`config.mk`:
```
export PLATFORM = sky130hd
export DESIGN_NAME = process_slot_table
export DESIGN_NICKNAME = d
export VERILOG_FILES = /design/src/pst_pkg.sv /design/src/pst_ctrl.sv /design/src/pst_dp.sv /design/src/process_slot_table.sv
export SDC_FILE = /design/constraint.sdc
export NUM_CORES = 1
export LEC_CHECK = 0
export BUFFER_PORTS_ARGS = -buffer_cell sky130_fd_sc_hd__buf_2
export CORE_MARGIN = 2
export CORE_UTILIZATION = 61
export DETAILED_ROUTE_END_ITERATION = 7
export PLACE_DENSITY = 0.79
export SYNTH_ARGS = -nofsm -noshare
export SYNTH_HDL_FRONTEND = slang
export SYNTH_HIERARCHICAL = 1
export SYNTH_SLANG_ARGS = --single-unit
```
`constraint.sdc`:
```
create_clock -name i_clk -period 6.8 [get_ports i_clk]
set_clock_uncertainty 0.1 [all_clocks]
set_input_delay 0.34 -clock i_clk [delete_from_list [all_inputs] [get_ports i_clk]]
set_output_delay 0.34 -clock i_clk [all_outputs]
set_load 0.02 [all_outputs]
```
`src/pst_pkg.sv`:
```
// shared types, sizes and codes for the process slot table
package pst_pkg;

    // table geometry
    localparam int SLOTS    = 16;
    localparam int PID_BITS = 16;

    // fixed field widths of the channels
    localparam int ID_W     = 16;
    localparam int HANDLE_W = 32;
    localparam int RCOUNT_W = 5;

    // derived sizes
    localparam int IDX_W = $clog2(SLOTS);
    localparam int CNT_W = $clog2(SLOTS + 1);
    localparam int CMP_W = (PID_BITS > ID_W) ? PID_BITS : ID_W;
    localparam int OCW   = (CNT_W > RCOUNT_W) ? CNT_W : RCOUNT_W;

    // command codes
    typedef enum logic [1:0] {
        CMD_ACQUIRE = 2'd0,
        CMD_BIND    = 2'd1,
        CMD_RELEASE = 2'd2,
        CMD_COUNT   = 2'd3
    } t_op;

    // result status codes
    typedef enum logic [2:0] {
        ST_OK      = 3'd0,
        ST_FULL    = 3'd1,
        ST_UNKNOWN = 3'd2,
        ST_BOUND   = 3'd3,
        ST_NULL    = 3'd4
    } t_status;

    // input beat
    typedef struct packed {
        t_op                 cmd;
        logic [ID_W-1:0]     target_id;
        logic [HANDLE_W-1:0] space_handle;
    } t_in;

    // output beat
    typedef struct packed {
        t_status             status;
        logic [ID_W-1:0]     new_id;
        logic [RCOUNT_W-1:0] running_count;
    } t_out;

    // controller states
    typedef enum logic [1:0] {
        S_IDLE,
        S_SCAN,
        S_HOLD
    } t_state;

    // controller to datapath
    typedef struct packed {
        logic accept;
        logic step;
        logic finish;
        logic load_out;
    } t_dp_cmd;

    // datapath to controller
    typedef struct packed {
        logic quick;
        logic hit;
        logic last;
        logic out_free;
    } t_dp_stat;

endpackage

```
`src/pst_ctrl.sv`:
```
// controller state machine for the process slot table
module pst_ctrl (
    input  logic             i_clk,
    input  logic             i_rst_n,
    input  logic             i_in_valid,
    output logic             o_in_stall,
    input  pst_pkg::t_dp_stat i_stat,
    output pst_pkg::t_dp_cmd  o_cmd
);
    import pst_pkg::*;

    t_state r_state;
    t_state n_state;

    // state register
    always_ff @(posedge i_clk) begin
        if (!i_rst_n) begin
            r_state <= S_IDLE;
        end else begin
            r_state <= n_state;
        end
    end

    // next state and commands
    always_comb begin
        n_state    = r_state;
        o_cmd      = '0;
        o_in_stall = 1'b1;
        unique case (r_state)
            S_IDLE: begin
                o_in_stall = 1'b0;
                if (i_in_valid) begin
                    o_cmd.accept = 1'b1;
                    n_state      = S_SCAN;
                end
            end
            S_SCAN: begin
                if (i_stat.quick || i_stat.hit || i_stat.last) begin
                    o_cmd.finish = 1'b1;
                    n_state      = S_HOLD;
                end else begin
                    o_cmd.step = 1'b1;
                end
            end
            S_HOLD: begin
                if (i_stat.out_free) begin
                    o_cmd.load_out = 1'b1;
                    n_state        = S_IDLE;
                end
            end
            default: begin
                n_state = S_IDLE;
            end
        endcase
    end

endmodule

```
`src/pst_dp.sv`:
```
// slot table storage, scan index, counters and result registers
module pst_dp (
    input  logic              i_clk,
    input  logic              i_rst_n,
    input  pst_pkg::t_dp_cmd  i_cmd,
    output pst_pkg::t_dp_stat o_stat,
    input  pst_pkg::t_in      i_in_data,
    input  logic              i_out_stall,
    output logic              o_out_valid,
    output pst_pkg::t_out     o_out_data
);
    import pst_pkg::*;

    // latched item and scan index
    t_in                  r_in;
    logic [IDX_W-1:0]     r_idx;

    // slot table
    logic [SLOTS-1:0]     r_valid;
    logic [PID_BITS-1:0]  r_slot_pid [SLOTS];
    logic [SLOTS-1:0]     r_slot_bound;
    logic [HANDLE_W-1:0]  mem_space [SLOTS];

    // counters
    logic [CNT_W-1:0]     r_count;
    logic [PID_BITS-1:0]  r_next_pid;

    // pending result and output beat
    t_status              r_status;
    logic [ID_W-1:0]      r_new_id;
    logic                 r_out_valid;
    t_out                 r_out;

    // combinational helpers
    logic [CMP_W-1:0]     w_in_id;
    logic [CMP_W-1:0]     w_slot_id;
    logic [CMP_W-1:0]     w_next_ext;
    logic [OCW-1:0]       w_cnt_ext;
    logic                 w_hit;
    logic                 w_quick;
    t_status              w_status;
    logic                 w_acq;
    logic                 w_bind;
    logic                 w_rel;

    // slot probe at the scan index
    assign w_in_id    = CMP_W'(r_in.target_id);
    assign w_slot_id  = CMP_W'(r_slot_pid[r_idx]);
    assign w_next_ext = CMP_W'(r_next_pid);
    assign w_cnt_ext  = OCW'(r_count);

    always_comb begin
        if (r_in.cmd == CMD_ACQUIRE) begin
            w_hit = !r_valid[r_idx];
        end else begin
            w_hit = r_valid[r_idx] && (w_in_id == w_slot_id);
        end
    end

    // items answered without a scan
    assign w_quick = (r_in.cmd == CMD_COUNT) ||
                     ((r_in.cmd == CMD_BIND) && (r_in.space_handle == '0));

    // outcome of the item at the end of the scan
    always_comb begin
        w_status = ST_OK;
        w_acq    = 1'b0;
        w_bind   = 1'b0;
        w_rel    = 1'b0;
        unique case (r_in.cmd)
            CMD_ACQUIRE: begin
                if (w_hit) begin
                    w_acq = 1'b1;
                end else begin
                    w_status = ST_FULL;
                end
            end
            CMD_BIND: begin
                priority if (r_in.space_handle == '0) begin
                    w_status = ST_NULL;
                end else if (!w_hit) begin
                    w_status = ST_UNKNOWN;
                end else if (r_slot_bound[r_idx]) begin
                    w_status = ST_BOUND;
                end else begin
                    w_bind = 1'b1;
                end
            end
            CMD_RELEASE: begin
                if (w_hit) begin
                    w_rel = 1'b1;
                end else begin
                    w_status = ST_UNKNOWN;
                end
            end
            CMD_COUNT: begin
                w_status = ST_OK;
            end
            default: begin
                w_status = ST_OK;
            end
        endcase
    end

    // control state: valid bits, counters, output valid
    always_ff @(posedge i_clk) begin
        if (!i_rst_n) begin
            r_valid     <= '0;
            r_count     <= '0;
            r_next_pid  <= '0;
            r_out_valid <= 1'b0;
        end else begin
            if (i_cmd.finish && w_acq) begin
                r_valid[r_idx] <= 1'b1;
                r_count        <= r_count + CNT_W'(1);
                r_next_pid     <= r_next_pid + PID_BITS'(1);
            end else if (i_cmd.finish && w_rel) begin
                r_valid[r_idx] <= 1'b0;
                if (r_count != '0) begin
                    r_count <= r_count - CNT_W'(1);
                end
            end
            if (i_cmd.load_out) begin
                r_out_valid <= 1'b1;
            end else if (!i_out_stall) begin
                r_out_valid <= 1'b0;
            end
        end
    end

    // payload: item capture, scan index, slot fields, result
    always_ff @(posedge i_clk) begin
        if (i_cmd.accept) begin
            r_in  <= i_in_data;
            r_idx <= '0;
        end else if (i_cmd.step) begin
            r_idx <= r_idx + IDX_W'(1);
        end
        if (i_cmd.finish) begin
            r_status <= w_status;
            r_new_id <= w_acq ? w_next_ext[ID_W-1:0] : '0;
            if (w_acq) begin
                r_slot_pid[r_idx]   <= r_next_pid;
                r_slot_bound[r_idx] <= 1'b0;
            end else if (w_bind) begin
                r_slot_bound[r_idx] <= 1'b1;
            end else if (w_rel) begin
                r_slot_bound[r_idx] <= 1'b0;
            end
        end
        if (i_cmd.load_out) begin
            r_out.status        <= r_status;
            r_out.new_id        <= r_new_id;
            r_out.running_count <= w_cnt_ext[RCOUNT_W-1:0];
        end
    end

    // address space handles, written by bind and cleared by acquire
    always_ff @(posedge i_clk) begin
        if (i_cmd.finish && w_bind) begin
            mem_space[r_idx] <= r_in.space_handle;
        end else if (i_cmd.finish && w_acq) begin
            mem_space[r_idx] <= '0;
        end
    end

    // status back to the controller
    assign o_stat.quick    = w_quick;
    assign o_stat.hit      = w_hit;
    assign o_stat.last     = (r_idx == IDX_W'(SLOTS - 1));
    assign o_stat.out_free = !r_out_valid || !i_out_stall;

    assign o_out_valid = r_out_valid;
    assign o_out_data  = r_out;

endmodule

```
`src/process_slot_table.sv`:
```
// top level of the process slot table: controller plus datapath
//
//   channel   direction   handshake                  beat
//   in        input       i_in_valid / o_in_stall    pst_pkg::t_in
//   out       output      o_out_valid / i_out_stall  pst_pkg::t_out
//
// one item at a time: acquire, bind and release walk the table one slot per
// cycle until a matching slot or the last slot; count queries and null-handle
// binds are answered without a scan. each result is then loaded into the output
// register once it is free. reset is synchronous and clears the valid bits, the
// counters and the output valid. a stalled output beat does not block the next
// input beat; only the loading of the following result waits for it.
module process_slot_table (
    input  logic          i_clk,
    input  logic          i_rst_n,
    input  logic          i_in_valid,
    output logic          o_in_stall,
    input  pst_pkg::t_in  i_in_data,
    output logic          o_out_valid,
    input  logic          i_out_stall,
    output pst_pkg::t_out o_out_data
);
    import pst_pkg::*;

    t_dp_cmd  w_cmd;
    t_dp_stat w_stat;

    // sequencer
    pst_ctrl u_ctrl (
        .i_clk      (i_clk),
        .i_rst_n    (i_rst_n),
        .i_in_valid (i_in_valid),
        .o_in_stall (o_in_stall),
        .i_stat     (w_stat),
        .o_cmd      (w_cmd)
    );

    // slot table and result path
    pst_dp u_dp (
        .i_clk       (i_clk),
        .i_rst_n     (i_rst_n),
        .i_cmd       (w_cmd),
        .o_stat      (w_stat),
        .i_in_data   (i_in_data),
        .i_out_stall (i_out_stall),
        .o_out_valid (o_out_valid),
        .o_out_data  (o_out_data)
    );

endmodule

```
==> results.md, run 1 <==
* CP Max Fanout at 28
* Peak Freq at 0.166 GHz
* Setup crit end kind: flip-flop
* Total track usage at about a quarter
* Final GP Congestion at 0.828
* Final Max Slew Viols at 0
* Synth Register Bits at between 400 and 500
* Row cnt at 60
* Synth area leader: edfxtp_1
* Max-slew headroom at 14.7%
* Highest routing layer actually used: met4
* CTS Sinks at between 400 and 500
* Largest net degree at the start of global routing at 45
* Setup Fix Bufs, Post-CTS at 0
* HP Class: in -> reg
* Die extent in y at 168 um
* H-tree depth at 2
* CTS tree: yes
* Max-Cap Viols at 0
* Layout area overhead at 16.2%
* R2r setup slk at 0.76 ns
* Hold depth at 3
* Post-synth top area share at 66.7%
* Clock tree buffer depth at 3
* Metal3 WL at ~2700 um
* PwrDens at 275 mW/mm^2
* Vias in the first global route at roughly 9.4k
* Setup WS post-layout at 0.760 ns
* Global-route wire length before repair at ~56000 um
* Fillers at 1621
* Buffers on Ports at slightly below 80
* Initial antenna violation count at 0
* VDD IR max at 229 uV
* Placed inst area at between 0.015 and 0.02 sq mm
* Pre-CTS WS at about 0.82 ns
* Chip width at about 170 um
* Final Util at 71.4%
* Wire length on met2 at 19000 um
* Syn_nets at roughly 1.0k
* Final Hold Vio Count at 0
* Synth Instances at approximately 960
* Core Area at 0.0267 sq mm
* Via density at 6.25
* Largest cells by area after synthesis: edfxtp_1, mux4_2, dfxtp_1
* Register-to-Register Path Depth at 21
* Combined area of the multi-input logic cells at 0.00428 sq mm
* Ports at 80
* Yosys warning total at 6
* Average size of a mapped cell at 17.2 sq um
* Worst-margin pin slew at 1.28 ns
* Final Instance Area at about 0.019 sq mm
* Total CTS buffers at 42
* WHS at ~0.029 ns
* Hold Startpoint: i_in_valid
* Post-route ant nets at 0
* FF-to-FF End: u_dp/r_count[4]
* Reg area at 0.0119 sq mm
* RSZ-0062 raised after global routing: no
* Clk Latency, worst-skew pair at 0.53 ns
* Post-synth EDFFs at 365
* Most frequent cells in the layout: edfxtp_1, buf_2, mux4_2, dlygate4sd3_1, dfxtp_1
* Clock Pin Slew Worst Setup and Hold Paths at around 0.060 ns
* Nets at 1173
* Netlist cell types at 66
* Critical path startpoint category: flip-flop
* Outcome: complete, no violations
* Via count at 9261
* Tmin final at just over 6 ns
* Post-synthesis sequential area ratio at 72.6%
* Detailed Route WL at 37000 um
* Proportion of layout cells with a drive suffix above 1 at 24.0%
* Setup TNS at 0 ns
* Async SR Flop Fraction at 0%
* Req. time, crit path at 7.12 ns
* Ys flop type: edfxtp_1
* DRT Pass-1 Iters at 5
* Critical Path AT at 6.36 ns
* Wire length per cell at 25.0 um
* Final setup vio count at 0
* CTS root buf: clkbuf_16
* Starting density of the core at 61.5%
* Post-cts repair resize count at 0
* Die area at about 0.028 sq mm
* Period utilization at 88.8%
* Leak at 6.06 nW
* DP Wirelength at about 20000 um
* WS Path Type: reg -> reg
* Overflow after GRT at 0
* Commonest non-fill, non-tap cell in the layout: edfxtp_1
* Diodes inserted at 0
* Cell Area, Synth at 0.0164 sq mm
* DRC at 0
* 1st-iter DRT viols at 1070
* M1 WL at between 10000 and 15000 um
* WHS Endpoint: u_ctrl/r_state[0]
==> flip-flops by register name, indices dropped and copies added, names as in the netlist, named ones only <==
signal            flops
u_dp/r_next_pid      16
u_dp/r_status         3
u_dp/r_in            34
u_dp/r_slot_pid     256
u_dp/o_out_data      24
u_dp/r_idx            4
u_dp/o_out_valid      1
u_dp/r_new_id        16
u_ctrl/r_state        2
u_dp/w_in_id         16
u_dp/r_count          5
==> layout make-up <==
type                    count  area share, %
clock inverters            19          0.845
clock buffers              55           6.03
multi-input cells         487           22.4
flip-flops and latches    413           62.5
well taps                 341           2.23
repair buffers            156           5.77
inverters                  10          0.197
==> what timing repair did <==
action / CTS / global route
hold endpoints to repair: 51 / 0
hold buffers: 51 / 0
setup endpoints to repair: 0 / 0
==> synth_stat cells (6+ instances only) <==
| cell | n |
|---|---|
| nor4_1 | 11 |
| ha_1 | 8 |
| clkbuf_1 | 20 |
| xor2_1 | 14 |
| nand3_1 | 31 |
| a22o_1 | 6 |
| mux2i_1 | 42 |
| and2_1 | 33 |
| o21ai_0 | 21 |
| nand2b_1 | 6 |
| mux2_2 | 6 |
| buf_2 | 14 |
| and3_1 | 6 |
| nor2_1 | 52 |
| nor2b_1 | 11 |
| nand4_1 | 9 |
| inv_1 | 8 |
| edfxtp_1 | 365 |
| mux4_2 | 63 |
| xnor2_1 | 21 |
| dfxtp_1 | 48 |
| o21ai_2 | 10 |
| o21ai_1 | 7 |
| a21oi_1 | 35 |
| nand2_1 | 34 |
| nor3_1 | 7 |
==> metrics by stage <==
step | total power [W] | instances
2_1_floorplan | 0.00300 | 956
3_3_place_gp | 0.00306 | 1356
3_5_place_dp | 0.00307 | 1356
4_1_cts | 0.00526 | 1481
5_1_grt | 0.00539 | 1481
6_report | 0.00526 | 1481
==> worst max-delay path by stage <==
| stage | startpoint | to | slack, ns | depth (start not counted) |
|---|---|---|---|---|
| after floorplan | flip-flop | u_dp/r_count[4] | 0.52 | 23 |
| after global placement | flip-flop | u_dp/r_count[4] | 1.00 | 20 |
| after detailed placement | flip-flop | u_dp/r_count[4] | 0.82 | 21 |
| after CTS | flip-flop | u_dp/r_count[4] | 0.77 | 21 |
| after global routing | flip-flop | u_dp/r_count[4] | 0.38 | 21 |
| final | flip-flop | u_dp/r_count[4] | 0.76 | 21 |
==> worst max-delay path: stages (launching register included) <==
cell and delay, ns:
dfxtp_2 0.69, buf_4 0.49, nor2b_1 0.40, a22oi_1 0.19
a211oi_1 0.24, nor3_1 0.08, or4_1 0.52, nor4_4 0.42
nand2_2 0.14, o21ai_0 0.29, nor3_1 0.14, nor2_2 0.14
inv_1 0.07, nor2_1 0.17, inv_2 0.31, fa_1 0.51
a21o_1 0.18, a21oi_1 0.17, xnor2_1 0.08, and3_1 0.22
and3_1 0.18, o21a_1 0.16
==> kinds of logic after synthesis <==
group                      after synthesis  synth area share, %
muxes                                  111                 11.6
xor gates and xnor gates                35                 1.87
buffers and inverters                   56                 1.71
adders and majority gates                9                0.731
DFF                                    413                 72.6
AOI/OAI and AO/OA                      109                 4.24
and+or+nand+nor                        223                 7.30
==> routing by layer <==
| metal | GRT usage (%) | up-vias |
|---|---|---|
| met4 | 9.22 | 0 |
| li1 | - | 4047 |
| met1 | 35.0 | 4706 |
| met2 | 45.9 | 420 |
| met3 | 4.09 | 88 |
| met5 | 0 | - |
==> where the power goes <==
| group | internal (W) | total (W) | switching, W |
|---|---|---|---|
| combinational | 0.000108 | 0.000226 | 0.000118 |
| sequential | 0.00277 | 0.00282 | 0.0000436 |
| clock | 0.00130 | 0.00221 | 0.000914 |
Note: power is estimated with default switching activity, not from simulation.
==> inputs of run 2 (changes only) <==
- clock period: 6.8 -> 6.45 ns (I/O delays scaled with it)
==> results.md, run 2 (synthesis results as in run 1) <==
* Initial antenna violation count at 0 (unchanged)
* Leak at 6.05 nW (-0.16%)
* Clock Power Share at 40.7% (-1.4 points)
* CP Max Fanout at 29 (+3.6%)
* DRT Pass-1 Iters at 6 (+1)
* Proportion of layout cells with a drive suffix above 1 at 24.3% (+0.22 points)
* FF-to-FF End: u_dp/r_count[4]
* Die extent in y at 168 um (unchanged)
* Setup WS post-layout at 0.598 ns (-0.161 ns)
* Row cnt at 60 (unchanged)
* Logic pwr share at 4.5% (+0.2 points)
* Sequential share of power at 54.8% (+1.2 points)
* Peak Freq at 0.171 GHz (+3.2%)
* CTS root buf: clkbuf_16
* Setup crit end kind: flip-flop
* Clk Latency, worst-skew pair at 0.53 ns (about the same)
* Via density at 6.29 (+0.51%)
* Wire length on met2 at 18800 um (-0.93%)
* Outcome: complete, no violations
* Clock Pin Slew Worst Setup and Hold Paths at 0.06 ns (about the same)
* Max reg flops at 256 (unchanged)
* Register-to-Register Path Depth at 21 (unchanged)
* Setup TNS at 0 ns (unchanged)
* Largest net degree at the start of global routing at 45 (unchanged)
* Cell Int Power at 0.00430 W (+2.8%)
* Core Area at 0.0267 sq mm (unchanged)
* WHS Endpoint: u_ctrl/r_state[0]
* M1 WL at 13900 um (-2.2%)
* Net Switching at 0.00112 W (+4.0%)
* Commonest non-fill, non-tap cell in the layout: edfxtp_1
* Worst-margin pin slew at 1.25 ns (-0.0264 ns)
* R2r setup slk at 0.60 ns (-0.16 ns)
* Final setup vio count at 0 (unchanged)
* Final GP Congestion at 0.828 (about the same)
* Final Max Slew Viols at 0 (unchanged)
* Max-slew headroom at 16.5% (+1.8 points)
* WHS at 0.0252 ns (-0.00351 ns)
* Diodes inserted at 0 (unchanged)
* Req. time, crit path at 6.76 ns (-0.36 ns)
* Chip width at 168 um (unchanged)
* Most frequent cells in the layout: edfxtp_1, buf_2, mux4_2, dlygate4sd3_1, dfxtp_1
* Highest routing layer actually used: met4
* Critical Path AT at 6.16 ns (-0.20 ns)
* Critical path startpoint category: flip-flop
* Pre-CTS WS at 0.801 ns (-0.0211 ns)
* Max-Cap Viols at 0 (unchanged)
* Total CTS buffers at 41 (-2.4%)
* Period utilization at 90.7% (+1.9 points)
* 1st-iter DRT viols at 1131 (+5.7%)
* Overflow after GRT at 0 (unchanged)
* Metal3 WL at 2980 um (+12%)
* Detailed Route WL at 36700 um (-0.92%)
* PwrDens at 284 mW/mm^2 (+3.1%)
* Hold depth at 3 (unchanged)
* Die area at 0.0283 sq mm (unchanged)
* Nets at 1177 (+0.34%)
* Wire length per cell at 24.7 um (-1.3%)
* Setup Fix Bufs, Post-CTS at 0 (unchanged)
* Clock tree buffer depth at 3 (unchanged)
* Vias in the first global route at 9507 (+1.1%)
* Total track usage at 26.7% (+0.14 points)
* Post-route ant nets at 0 (unchanged)
* HP Class: in -> reg
* Reg with most FFs: u_dp/r_slot_pid
* Final Hold Vio Count at 0 (unchanged)
* Layout area overhead at 16.1% (about the same)
* Global-route wire length before repair at 56100 um (+0.82%)
* Via count at 9346 (+0.92%)
* DP Wirelength at 21100 um (+3.8%)
* Ports at 80 (unchanged)
* RSZ-0062 raised after global routing: no
* CTS tree: yes
* WS Path Type: reg -> reg
* Buffers on Ports at 79 (unchanged)
* VDD IR max at 205 uV (-11%)
* Starting density of the core at 61.5% (unchanged)
* Tmin final at 5.85 ns (-0.189 ns)
* H-tree depth at 2 (unchanged)
* CTS Sinks at 413 (unchanged)
* Hold Startpoint: i_in_valid
* DRC at 0 (unchanged)
* Sw frac at 20.7% (+0.20 points)
## run 2: cell types whose count changed in the layout (fill, tap and decap cells not counted), moves of 3 or more
cell	previous run	this run
clkbuf_1	9	17
clkinv_1	10	4
buf_4	26	29
clkinv_2	5	8
## run 2: worst max path at each step
stage,start,endpoint,slack [ns]
2_1_floorplan,flip-flop,u_dp/r_count[4],0.17
3_3_place_gp,flip-flop,u_dp/r_count[4],0.97
3_5_place_dp,flip-flop,u_dp/r_count[4],0.80
4_1_cts,flip-flop,u_dp/r_count[4],0.59
5_1_grt,flip-flop,u_dp/r_next_pid[14],0.24
6_report,flip-flop,u_dp/r_count[4],0.60
## run 2: critical path, cell delays in order (launching register included)
cell and delay, ns:
dfxtp_2 0.85, buf_4 0.37, mux4_2 0.52, a22o_1 0.24
a221oi_1 0.25, xor2_1 0.18, nand4_1 0.22, nor4_4 0.51
nand2_2 0.16, o21ai_0 0.31, nor3_1 0.14, nor2_2 0.13
inv_1 0.08, nor2_1 0.17, inv_2 0.11, fa_1 0.41
a21o_1 0.17, a21oi_1 0.17, xnor2_1 0.08, and3_1 0.18
and3_1 0.18, o21a_1 0.16
## run 2: metrics by stage
stage / instance area, sq um / util (%) / total power (W) / cells
finish: 19100 / 71.4 / 0.00542 / 1487
global route: 19100 / 71.4 / 0.00557 / 1487
CTS: 19100 / 71.4 / 0.00542 / 1487
detailed placement: 17300 / 64.8 / 0.00324 / 1361
global placement: 17300 / 64.8 / 0.00323 / 1361
floorplan: 16400 / - / 0.00317 / 956
## run 2: per-layer routing
metal | GRT usage, % | vias to the layer above
met5 | 0 | -
met4 | 8.58 | 0
met3 | 4.47 | 77
met2 | 45.6 | 448
met1 | 35.7 | 4758
li1 | - | 4063
## run 2: final cells by class
cell class / count / area, sq um
tap: 341 / 427
fill: 1616 / 7650
clock buffer: 60 / 1130
timing repair buffer: 161 / 1160
inverter: 10 / 37.5
multi-input combinational: 487 / 4280
sequential: 413 / 11900
clock inverter: 15 / 109
## run 2: repair_timing
item / 4_1_cts / 5_1_grt
hold endpoints to repair: 51 / 0
resized for setup: 0 / 0
hold buffers: 51 / 0
## run 2: power by group through the flow
stage	registers, W	clock network, W	logic, W
after CTS	0.00297	0.00221	0.000242
after floorplan	0.00300	0	0.000168
after detailed placement	0.00302	0	0.000215
after global placement	0.00302	0	0.000211
after global routing	0.00297	0.00233	0.000261
final	0.00297	0.00220	0.000245
==> inputs of run 3 (changes only) <==
- CELL_PAD_IN_SITES_DETAIL_PLACEMENT: not set -> 1
- CELL_PAD_IN_SITES_GLOBAL_PLACEMENT: not set -> 2
- CORE_UTILIZATION: 61 -> 46
- CTS_CLUSTER_DIAMETER: not set -> 80
- PLACE_DENSITY: 0.79 -> not set
- PLACE_DENSITY_LB_ADDON: not set -> 0.1
==> results.md, run 3 (synthesis results as in run 1) <==
* CP Max Fanout at 27 (-6.9%)
* WHS Endpoint: u_dp/r_count[2]
* Initial antenna violation count at 1 (+1)
* Via density at 5.63 (-10%)
* Hold depth at 3 (unchanged)
* Period utilization at 86.4% (-4.3 points)
* Ports at 80 (unchanged)
* Tmin final at 5.57 ns (-0.280 ns)
* Fin cells at 1614 (+8.5%)
* Final Instance Area at 0.0193 sq mm (+1.3%)
* Clk Latency, worst-skew pair at 0.55 ns (+0.02 ns)
* Critical path startpoint category: flip-flop
* RSZ-0062 raised after global routing: no
* R2r setup slk at 0.88 ns (+0.28 ns)
* Final Util at 54.6% (-17 points)
* Layout area overhead at 17.6%
* CTS Sinks at 413 (unchanged)
* Req. time, crit path at 6.78 ns (+0.02 ns)
* Detailed Route WL at 41300 um (+13%)
* Combined area of the multi-input logic cells at 0.00428 sq mm (unchanged)
* Die extent in y at 193 um (+15%)
* WS Path Type: reg -> reg
* Overflow after GRT at 0 (unchanged)
* Peak Freq at 0.179 GHz (+5.0%)
* Wire length per cell at 25.6 um (+3.8%)
* DRC at 0 (unchanged)
* CTS root buf: clkbuf_16
* Total track usage at 22.9% (-3.8 points)
* Global-route wire length before repair at 61500 um (+9.8%)
* VDD IR max at 274 uV (+34%)
* CTS tree: yes
* 1st-iter DRT viols at 746 (-34%)
* Proportion of layout cells with a drive suffix above 1 at 24.1% (-0.13 points)
* WHS at 0.292 ns (+0.267 ns)
* Buffers on Ports at 79 (unchanged)
* CP max stage cell: dfxtp_2
* Core Area at 0.0354 sq mm (+32%)
* Worst-margin pin slew at 1.19 ns (-0.0583 ns)
* Row cnt at 69 (+15%)
* Clock tree buffer depth at 3 (unchanged)
* Final GP Congestion at 0.744 (-10%)
* Final Max Slew Viols at 0 (unchanged)
* CP peak stage delay at 0.80 ns (-0.05 ns)
* PwrDens at 290 mW/mm^2 (+2.1%)
* Max-Cap Viols at 0 (unchanged)
* Commonest non-fill, non-tap cell in the layout: edfxtp_1
* Largest net degree at the start of global routing at 45 (unchanged)
* Nets at 1181 (+0.34%)
* H-tree depth at 2 (unchanged)
* Fillers at 3259 (+100%)
* Vias in the first global route at 9603 (+1.0%)
* Reg with most FFs: u_dp/r_slot_pid
* HP Class: in -> reg
* FF-to-FF End: u_dp/r_count[4]
* Reg area at 0.0119 sq mm (unchanged)
* Leak at 6.09 nW (+0.69%)
* Worst path cell trace: buf_4 -> mux4_2 -> a22o_1 -> a221oi_1 -> xor2_1 -> nand4_1 -> nor4_4 -> nand2_2 -> o21ai_0 -> nor3_1 -> nor2_2 -> inv_1 -> nor2_1 -> inv_2 -> buf_4 -> ha_1 -> a21oi_1 -> xnor2_1 -> and3_1 -> and3_1 -> o21a_1
* Total CTS buffers at 44 (+7.3%)
* Final setup vio count at 0 (unchanged)
* Final Hold Vio Count at 0 (unchanged)
* Setup Fix Bufs, Post-CTS at 0 (unchanged)
* Die area at 0.0372 sq mm (+32%)
* Starting density of the core at 46.4% (-15 points)
* Max-slew headroom at 20.4% (+3.9 points)
* Outcome: complete, no violations
* Post-route ant nets at 0 (unchanged)
* Via count at 9087 (-2.8%)
* Critical Path AT at 5.90 ns (-0.26 ns)
* Placed inst area at 0.0175 sq mm (+0.72%)
* Setup crit end kind: flip-flop
* DP Wirelength at 24100 um (+14%)
* Setup TNS at 0 ns (unchanged)
* Placed cells at 1481 (+8.8%)
* Chip width at 193 um (+15%)
* Register-to-Register Path Depth at 21 (unchanged)
* Most frequent cells in the layout: edfxtp_1, buf_2, mux4_2, dlygate4sd3_1, clkbuf_16
* Max reg flops at 256 (unchanged)
* Hold Startpoint: i_rst_n
* DRT Pass-1 Iters at 5 (-1)
* Clock Pin Slew Worst Setup and Hold Paths at 0.06 ns (about the same)
[run 3: cell types whose count changed in the layout (fill, tap and decap cells not counted)]
cell / previous run / this run
diode_2: 0 / 1
clkbuf_1: 17 / 19
clkinv_1: 4 / 7
clkbuf_8: 1 / 2
buf_4: 29 / 31
clkinv_2: 8 / 3
clkbuf_16: 42 / 46
dlygate4sd3_1: 51 / 52
buf_12: 2 / 0
[run 3: worst max-delay path by stage]
| stage | endpoint | depth (start not counted) |
|---|---|---|
| finish | u_dp/r_count[4] | 21 |
| CTS | u_dp/r_count[4] | 21 |
| floorplan | u_dp/r_count[4] | 23 |
| detailed placement | u_dp/r_count[4] | 21 |
| global placement | u_dp/r_count[4] | 21 |
| global route | u_dp/r_count[4] | 21 |
[run 3: layer usage]
metal | track usage, % | vias up | routed length (um)
li1 | - | 4073 | -
met1 | 31.6 | 4755 | 18300
met2 | 38.7 | 210 | 20600
met3 | 3.31 | 49 | 1700
met4 | 6.00 | 0 | 700
met5 | 0 | - | 0
[run 3: where the power goes]
group	leakage [nW]	internal [W]	switching [W]
Clock	0.648	0.00137	0.00100
Combinational	1.91	0.000118	0.000136
Sequential	3.54	0.00292	0.0000422
Total	6.09	0.00442	0.00118
[run 3: repair_timing]
action / CTS / global route
gates resized for setup: 0 / 0
hold endpoints to repair: 52 / 0
hold buffers: 52 / 0
[run 3: per-stage QoR]
step / total power, W / setup WS [ns]
after floorplan: 0.00317 / 0.168
after global placement: 0.00325 / 0.841
after detailed placement: 0.00326 / 0.794
after CTS: 0.00566 / 0.773
after global routing: 0.00579 / 0.439
final: 0.00560 / 0.878
[run 3: area by class of cell]
type                    instances  area share, %
diodes                          1         0.0130
clock buffers                  67           6.47
clock inverters                13          0.492
inverters                      10          0.194
multi-input cells             487           22.2
flip-flops and latches        413           61.7
well taps                     461           2.98
repair buffers                162           5.94
[run 3: critical path, delay by kind of cell, from the launching register on]
kind | cells | cell delay (ns)
xor+xnor | 2 | 0.27
flops | 1 | 0.80
fa+ha+maj | 1 | 0.35
simple gates | 8 | 1.54
mux | 1 | 0.52
buf+inv | 4 | 0.75
compound gates | 5 | 1.12
